==> src/hdl/stid_pkg.sv <==
// Shared types and codes for the sorted table insert/delete unit.
package stid_pkg;

  localparam int VALUE_W = 32;
  localparam int INDEX_W = 7;
  localparam int COUNT_W = 8;

  typedef enum logic [1:0] {
    FUNC_INSERT = 2'd0,
    FUNC_DELETE = 2'd1,
    FUNC_READ   = 2'd2,
    FUNC_NONE   = 2'd3
  } func_t;

  typedef enum logic [1:0] {
    ST_OK        = 2'd0,
    ST_FULL      = 2'd1,
    ST_NOT_FOUND = 2'd2,
    ST_BAD_INDEX = 2'd3
  } status_t;

  typedef enum logic [1:0] {
    OP_HOLD   = 2'd0,
    OP_INSERT = 2'd1,
    OP_REMOVE = 2'd2,
    OP_LOAD   = 2'd3
  } cell_op_t;

  typedef struct packed {
    func_t                      func;
    logic signed [VALUE_W-1:0]  value;
    logic        [INDEX_W-1:0]  index;
  } request_t;

  typedef struct packed {
    status_t                    status;
    logic        [COUNT_W-1:0]  removed_count;
    logic        [COUNT_W-1:0]  table_size;
    logic signed [VALUE_W-1:0]  read_value;
  } result_t;

  typedef struct packed {
    cell_op_t                   op;
    logic signed [VALUE_W-1:0]  value;
    logic        [INDEX_W-1:0]  index;
  } cell_ctrl_t;

endpackage

==> src/hdl/stid_cell.sv <==
// One table slot: holds an entry, compares it and trades it with its neighbors.
module stid_cell #(
  parameter int CELL_INDEX = 0,
  parameter int CNT_W      = 8
) (
  input  logic                        clk,
  input  stid_pkg::cell_ctrl_t        ctrl,
  input  logic [CNT_W-1:0]            fill,
  input  logic signed [31:0]          entry_below,
  input  logic                        gt_below,
  input  logic signed [31:0]          entry_above,
  input  logic signed [31:0]          tap_above,
  output logic signed [31:0]          entry,
  output logic                        gt,
  output logic                        match,
  output logic signed [31:0]          tap
);
  import stid_pkg::*;

  localparam bit SEL_OK = CELL_INDEX < (1 << INDEX_W);

  logic valid;
  logic ge;
  logic sel;

  assign valid = CNT_W'(CELL_INDEX) < fill;
  assign gt    = !valid || (entry > ctrl.value);
  assign ge    = !valid || (entry >= ctrl.value);
  assign match = valid && (entry == ctrl.value);
  assign sel   = SEL_OK && (ctrl.index == INDEX_W'(CELL_INDEX));

  always_ff @(posedge clk) begin
    unique case (ctrl.op)
      OP_INSERT: begin
        if (gt) begin
          entry <= gt_below ? entry_below : ctrl.value;
        end
      end
      OP_REMOVE: begin
        if (ge) begin
          entry <= entry_above;
        end
      end
      OP_HOLD, OP_LOAD: begin
      end
      default: begin
      end
    endcase
    tap <= (ctrl.op == OP_LOAD && sel) ? entry : tap_above;
  end

endmodule

==> config.mk <==
export PLATFORM = sky130hd
export DESIGN_NAME = stid_cell
export DESIGN_NICKNAME = d
export VERILOG_FILES = /design/src/hdl/stid_pkg.sv /design/src/hdl/stid_cell.sv
export SDC_FILE = /design/constraint.sdc
export NUM_CORES = 1
export LEC_CHECK = 0
export ABC_AREA = 0
export BUFFER_PORTS_ARGS = -buffer_cell sky130_fd_sc_hd__clkbuf_2
export CAP_MARGIN = 25
export CORE_UTILIZATION = 44
export DETAILED_ROUTE_END_ITERATION = 12
export PLACE_DENSITY = 0.8
export SYNTH_ARGS = -nofsm -noshare
export SYNTH_HDL_FRONTEND = slang
export SYNTH_SLANG_ARGS = --single-unit
==> constraint.sdc <==
create_clock -name clk -period 4.56 [get_ports clk]
set_clock_uncertainty 0.05 [all_clocks]
set_input_delay 0.456 -clock clk [delete_from_list [all_inputs] [get_ports clk]]
set_output_delay 0.456 -clock clk [all_outputs]
set_load 0.1 [all_outputs]
==> results of run 1 <==
[cells in the final DEF (no fill, tap or decap), types with 3 or more instances in the layout]
cell type	netlist	layout
sky130_fd_sc_hd__clkbuf_2	0	212
sky130_fd_sc_hd__nand2_1	43	43
sky130_fd_sc_hd__o21ai_0	37	36
sky130_fd_sc_hd__mux2i_1	33	33
sky130_fd_sc_hd__inv_1	32	32
sky130_fd_sc_hd__ha_1	32	32
sky130_fd_sc_hd__edfxtp_1	32	32
sky130_fd_sc_hd__dfxtp_1	32	32
sky130_fd_sc_hd__mux2_4	28	28
sky130_fd_sc_hd__a21oi_1	13	12
sky130_fd_sc_hd__clkbuf_8	0	9
sky130_fd_sc_hd__nand4_1	4	4
sky130_fd_sc_hd__nor4_1	4	4
sky130_fd_sc_hd__nor2_1	4	4
sky130_fd_sc_hd__mux2_2	3	3
[where the power goes]
group	internal (uW)	switching, uW
registers	663	29.6
logic	165	483
clock network	247	213
[per-layer routing]
layer  vias up  track usage (%)  wire [um]  share of wire (%)
met5         -                0          0                  0
met4         0             7.44        110                1.1
met3         9             5.77        651                6.7
met2       135             42.8       5130                 53
met1      1408             24.1       3850                 40
li1       1626                -          -                  -
[logic make-up after synthesis]
logic type | Yosys count | share of synthesized area, %
AO/OA/AOI/OAI | 60 | 8.95
adder cells (fa/ha/maj) | 32 | 10.9
buffers and inverters | 46 | 5.33
flip-flops | 64 | 43.7
multiplexers | 64 | 21.4
AND/OR/NAND/NOR | 71 | 9.60
[area by class of cell]
| type | count | area (um2) | share of cell area, % |
|---|---|---|---|
| inverters | 32 | 120 | 2.39 |
| repair buffers | 215 | 1120 | 22.3 |
| flip-flops and latches | 64 | 1600 | 31.8 |
| multi-input cells | 227 | 1880 | 37.4 |
| clock buffers | 11 | 131 | 2.61 |
| clock inverters | 5 | 47.5 | 0.944 |
| well taps | 102 | 128 | 2.53 |
[flip-flops by register name (all words and copies together), names as in the netlist]
name and count:
tap 32, entry 32
[through the flow]
stage | utilization, % | instance area, um2 | setup slack (ns) | instances | hold slack [ns]
3_3_place_gp | 60.9 | 4800 | 1.02 | 638 | 0.471
2_1_floorplan | - | 3660 | 0.201 | 337 | 0.515
6_report | 63.8 | 5030 | 0.984 | 656 | 0.284
4_1_cts | 63.1 | 4980 | 0.890 | 654 | 0.272
5_1_grt | 63.8 | 5030 | 0.700 | 656 | 0.269
3_5_place_dp | 60.9 | 4800 | 0.912 | 638 | 0.474
[worst max-delay path, delay by kind of cell (launching register included)]
kind / cells / cell delay, ns
AO/OA/AOI/OAI: 1 / 0.16
adder cells (fa/ha/maj): 1 / 0.37
buffers and inverters: 1 / 0.48
flip-flops: 1 / 0.43
multiplexers: 1 / 0.18
AND/OR/NAND/NOR: 5 / 1.11
[final timing paths]
| kind | start | end | slack [ns] | cells past startpoint |
|---|---|---|---|---|
| setup / recovery | entry[31]$_DFFE_PP_ | gt | 0.98 | 9 |
| hold / removal | tap_above[0] | tap[0]$_DFF_P_ | 0.28 | 3 |
| setup reg to reg | entry[31]$_DFFE_PP_ | entry[18]$_DFFE_PP_ | 1.44 | 9 |
| hold reg to reg | entry[23]$_DFFE_PP_ | tap[23]$_DFF_P_ | 0.49 | 1 |
==> results.txt, run 1 <==
- Max-cap violations in this run came to 0.
* Post-synthesis cell area: 3660 um2
- Worst hold-check path type: in -> reg
- In the final layout, the share of cells above drive strength 1 is 47.3%.
- GRT Overall Usage: 22.6%
- Resized Gates After CTS: 0
- Power, Total: 1800 uW
- The setup path with the least slack is of type reg -> out.
* Share of synthesized flip-flops with an asynchronous set or reset: 0%
- The via count of the first global-routing pass came to 3,129.
* Hold buffers post-CTS: 0
* Post-CTS setup repair buffer count: 0
- During synthesis, Yosys emitted a total of 0 warnings.
- Detailed-routing iteration count for the pre-antenna-repair pass: 4
- Startpoint kind of the worst setup timing path: register
- Final hold viol count: 0
- Drt initial violations: 50
- The number of antenna violations at the first check in global routing came to 0.
- The worst-case IR drop observed on VDD is 0.153 mV.
- Top cells by instance count after synthesis: 43 x sky130_fd_sc_hd__nand2_1, 37 x sky130_fd_sc_hd__o21ai_0, 33 x sky130_fd_sc_hd__mux2i_1
* Unique masters post-synth: 33
- Part of the Yosys area used for sequential elements: 43.7%
- Power density cells: 358 nW/um2
- The root buffer cell chosen for the clock tree is sky130_fd_sc_hd__clkbuf_8.
- Average size of a mapped cell: 10.9 um2
- Gate count after technology mapping: 337
- Period minus WS final: 3.58 ns
- Total I/O pin count: 213
- For the worst setup path, the data required time is 4.05 ns.
* Maximum number of pins on one net before global-route repair: 66
* Die width: 93.2 um
- Number of nets in the layout: 728
* Worst-Skew Late Latency: 0.34 ns
- Dividing the detail-routed via count by the number of cells gives 4.84.
* Synth-to-Final Area Change: 37.5%
- Synthesis inferred 64 register bits.
- Setup repair after global routing left no endpoint under its margin.
- The congestion estimate from routability-driven global placement came to 0.770.
* Setup violation total in the final timing report: 0
* Number of flops mapped to enable cells by yosys: 32
* Initial standard-cell utilization of the core: 46.4%
* Max-slew violations: 0
* CTS clock-pin slew for the worst setup and hold paths: 0.07 ns
- Pleak: 0.00270 uW
- The first global-routing pass estimated 14,700 um of wire.
* Status: complete, no violations
* Final period util: 78.4%
* Cells along the critical path: ha_1, nand4_1, nor4_1, and2_1, nor3b_1, nor3_1, mux2i_1, o21ai_1, clkbuf_2
- Clock buffers created by TritonCTS: 9
* Top area cells in the synthesized netlist: sky130_fd_sc_hd__edfxtp_1 26%, sky130_fd_sc_hd__dfxtp_1 17%, sky130_fd_sc_hd__mux2_4 11%
- Along the worst path, the maximum fanout reaches 4.
- For this run, the leading register cell type out of synthesis is sky130_fd_sc_hd__edfxtp_1.
- Die Height: 93.2 um
- Measured against its own limit, the worst slew margin works out to 41.3%.
* Routed Wire Length: 9740 um
- Net Count, Synth: 516
* Accumulated negative setup slack: 0 ns
- Number of buffer cells added on primary ports: 212
- Total clock sinks: 64
- Based on the critical path, the design can be clocked at up to 280 MHz.
- Number of nets with antenna violations after routing: 0
- Routed via count: 3,178
- The largest individual stage delay along the critical path comes from the cell sky130_fd_sc_hd__clkbuf_2.
- Core area: 7890 um2
- The die covers 8690 um2.
- Fraction of post-synthesis cell area in the top cell type by area: 26.2%
- Worst Max-Slew Pin Slew: 0.879 ns
- The clock tree synthesis step divided the H-tree into 3 levels.
- After detailed routing, the number of remaining DRC violations is 0.
- Counting along the longest clock path gives a buffer depth of 2.
- Final routed wire length divided by cell count: 14.9 um
- Peak per-stage delay on the critical path: 0.48 ns
* Clock tree from TritonCTS: built
* DPL Wire Length: 7740 um
- Synth area leader: sky130_fd_sc_hd__edfxtp_1
* Antenna diode count: 0
* Total congestion overflow: 0
- Most numerous cell in the Yosys netlist: sky130_fd_sc_hd__nand2_1
- The worst setup path is captured at a primary output.
- Arrival time of data at the critical path endpoint: 3.07 ns
- The initialized floorplan defines 32 standard-cell rows.
- Number of fill cells in the layout: 650
(Power assumes the default switching activity.)
==> run 2: changes to the inputs <==
==> constraint.sdc (replaced) <==
create_clock -name clk -period 3.3 [get_ports clk]
set_clock_uncertainty 0.05 [all_clocks]
set_input_delay 0.33 -clock clk [delete_from_list [all_inputs] [get_ports clk]]
set_output_delay 0.33 -clock clk [all_outputs]
set_load 0.1 [all_outputs]
==> run 2 against run 1 <==
Net effect: worst hold slack lost 0.12 ns; critical path depth unchanged; clock-buffer cell count grew 2; cell count grew 0.46%; sequential share of layout area is 0.31 points lower; sequential power rose by 38%; setup slack lost 0.78 ns; non-clock buffer count rose by 3; combinational power grew 41%; critical path type unchanged.
==> results.txt, run 2 (same netlist as run 1, synthesis figures left out) <==
- The initial core utilization came to 46.4% (unchanged).
* Core area: 7890 um2 (unchanged)
- Die width: 93.2 um (unchanged)
- Clock buffers created by TritonCTS: 9 (unchanged)
* Flop-to-flop setup slack: 0.32 ns (-1.12 ns)
* Routed Wire Length: 9890 um (+1.5%)
- STA classifies the critical path startpoint as a register.
- The run finished with clean final reports.
- Final routed wire length divided by cell count: 15.0 um (+1.0%)
- Setup repair after global routing missed its margin: no
- Wire length of the first global-routing pass: 15,000 um (+2.2%)
- Setup violation total in the final timing report: 0 (unchanged)
- FP Rows: 32 (unchanged)
- The worst hold path terminates at tap[25]$_DFF_P_.
- Number of max-capacitance violations reported: 0 (unchanged)
- The floorplan die height came to 93.2 um (unchanged).
- Final design area excluding fillers: 5080 um2 (+0.99%)
* Maximum number of pins on one net before global-route repair: 35 (-47%)
- In this run the critical register-to-register path is captured at entry[14]$_DFFE_PP_.
- Worst Max-Slew Pin Slew: 0.675 ns (-0.204 ns)
- Setup CP Type: reg -> out
- Rel. slew slack: 54.9% (+14 points)
- The total die area came to 8690 um2 (unchanged).
* Number of nets in the layout: 731 (+0.41%)
* CTS clock-pin slew for the worst setup and hold paths: 0.08 ns (about the same)
- Worst Slack Setup Final: 0.207 ns (-0.777 ns)
* Vias in the first global route: 3,237 (+3.5%)
- The library cells used most frequently in the layout, excluding fill and tap cells, are 210 x sky130_fd_sc_hd__clkbuf_2, 43 x sky130_fd_sc_hd__nand2_1, 36 x sky130_fd_sc_hd__o21ai_0.
- The startpoint identified for the worst hold timing path is tap_above[25].
* Data required time of the worst path: 2.92 ns (-1.13 ns)
- The number of buffers added to fix hold violations after cts came to 0 (unchanged).
- The worst register-to-register path begins at entry[23]$_DFFE_PP_.
- The worst-path maximum fanout is 3 (-1).
- The worst supply voltage drop on vdd came to 0.231 mV (+51%).
- The count of cells along the worst register-to-register path came to 10 (+1).
- Leaving out fill and tap cells, the most frequent cell in the layout is sky130_fd_sc_hd__clkbuf_2.
- Worst-case hold slack: 0.165 ns (-0.119 ns)
* Total I/O pin count: 213 (unchanged)
* Placed cell area: 4890 um2 (+2.0%)
* Clock tree from TritonCTS: built
- Layout cells sized above 1: 48.8% (+1.5 points)
- Routed via count: 3,275 (+3.1%)
- CTS Root Buffer Type: sky130_fd_sc_hd__clkbuf_8
- The detail-routed via count per cell came to 4.97 (+2.6%).
- The violation count after the first detailed-route iteration came to 76 (+52%).
- Final hold viol count: 0 (unchanged)
* Initial antenna violation count: 0 (unchanged)
- Pleak: 0.00271 uW (+0.36%)
- Worst-case setup slack after placement: 0.264 ns (-0.648 ns)
* Total congestion overflow: 0 (unchanged)
- Post-route DRC violation count: 0 (unchanged)
- The number of iterations in the first detailed-routing pass came to 4 (unchanged).
- Number of nets with antenna violations after routing: 0 (unchanged)
- The post-layout instance count excluding filler cells was 659 (+0.46%).
- Number of buffer cells added on primary ports: 212 (unchanged)
- The source-to-sink clock delay at the later pin of the worst-skew pair came to 0.34 ns (about the same).
* Period minus WS final: 3.09 ns
- The worst setup path is captured at a primary output.
- The tightest min-delay check is of the in -> reg type.
- Highest clock rate: 323 MHz
* Arrival time of data at the critical path endpoint: 2.71 ns (-0.36 ns)
- The cell count after placement is 642 (+0.63%).
* Largest buffer count on any clock path: 2 (unchanged)
- After layout, the worst path uses 93.7% of the clock period.
* CTS H-tree lvls: 3 (unchanged)
- The final number of max-transition violations was 0 (unchanged).
* GRT Overall Usage: 22.7% (+0.090 points)
* Largest registers ranked by flip-flop count: entry (32), tap (32)
- DPL Wire Length: 7910 um (+2.1%)
* Synth-to-Final Area Change: 38.9%
* Power density cells: 490 nW/um2 (+37%)
- Total clock sinks: 64 (unchanged)
- The weighted congestion reported at the end of routability-driven placement came to 0.771 (+0.17%).
- Hold Path Cell Cnt: 2 (-1)
- The number of antenna cells inserted came to 0 (unchanged).
-- run 2: cell count changes in the layout (fill, tap and decap cells not counted), moves of 2 or more --
cell	previous run	this run
sky130_fd_sc_hd__buf_12	0	2
sky130_fd_sc_hd__buf_4	1	6
sky130_fd_sc_hd__clkbuf_8	9	11
sky130_fd_sc_hd__clkbuf_2	212	210
sky130_fd_sc_hd__buf_16	2	0
sky130_fd_sc_hd__clkinv_1	2	0
-- run 2: per-layer routing --
layer  GRT usage, %  vias to the layer above  routed length [um]
met2           41.1                      116                5250
met5              0                        -                   0
met3           5.20                       12                 467
met4           6.79                        0                 129
li1               -                     1633                   -
met1           26.4                     1514                4040
-- run 2: layout make-up --
| type | instances | area (um2) |
|---|---|---|
| repair buffers | 218 | 1140 |
| clock inverters | 3 | 17.5 |
| flip-flops and latches | 64 | 1600 |
| well taps | 102 | 128 |
| fillers | 655 | 2800 |
| inverters | 32 | 120 |
| clock buffers | 13 | 159 |
| multi-input cells | 227 | 1920 |
-- run 2: what timing repair did --
| action | 4_1_cts | 5_1_grt |
|---|---|---|
| pin swaps | 0 | 1 |
| setup buffers | 0 | 1 |
| resized for setup | 1 | 0 |
| setup endpoints to repair | 1 | 1 |
-- run 2: how the worst max path moves through the flow --
stage / from / to / slack [ns]
after floorplan: entry[9]$_DFFE_PP_ / entry[0]$_DFFE_PP_ / -0.07
after global placement: ctrl[38] / entry[14]$_DFFE_PP_ / 0.39
final: entry[23]$_DFFE_PP_ / gt / 0.21
after detailed placement: ctrl[38] / entry[17]$_DFFE_PP_ / 0.26
after global routing: entry[19]$_DFFE_PP_ / gt / 0.02
after CTS: entry[31]$_DFFE_PP_ / gt / 0.07
-- run 2: power by group --
part,switching (uW),total [uW],internal (uW)
sequential,41.7,958,916
clock,306,619,312
combinational,675,916,241
-- run 2: worst max-delay path, stage by stage, from the launching register on --
cell and delay [ns]:
sky130_fd_sc_hd__edfxtp_1 0.42, sky130_fd_sc_hd__ha_1 0.34, sky130_fd_sc_hd__nand4_1 0.13, sky130_fd_sc_hd__nor4_2 0.34, sky130_fd_sc_hd__and2_1 0.24, sky130_fd_sc_hd__nor3b_1 0.25, sky130_fd_sc_hd__nor3_1 0.12, sky130_fd_sc_hd__mux2i_2 0.19
sky130_fd_sc_hd__o21ai_4 0.17, sky130_fd_sc_hd__buf_12 0.19
-- run 2: through the flow --
step                      total power (uW)  utilization, %  setup TNS [ns]
after floorplan                       1650               -           -2.31
after global placement                1870            61.8               0
after detailed placement              1890            62.1               0
after CTS                             2500            64.4               0
after global routing                  2600            64.5               0
final                                 2490            64.5               0
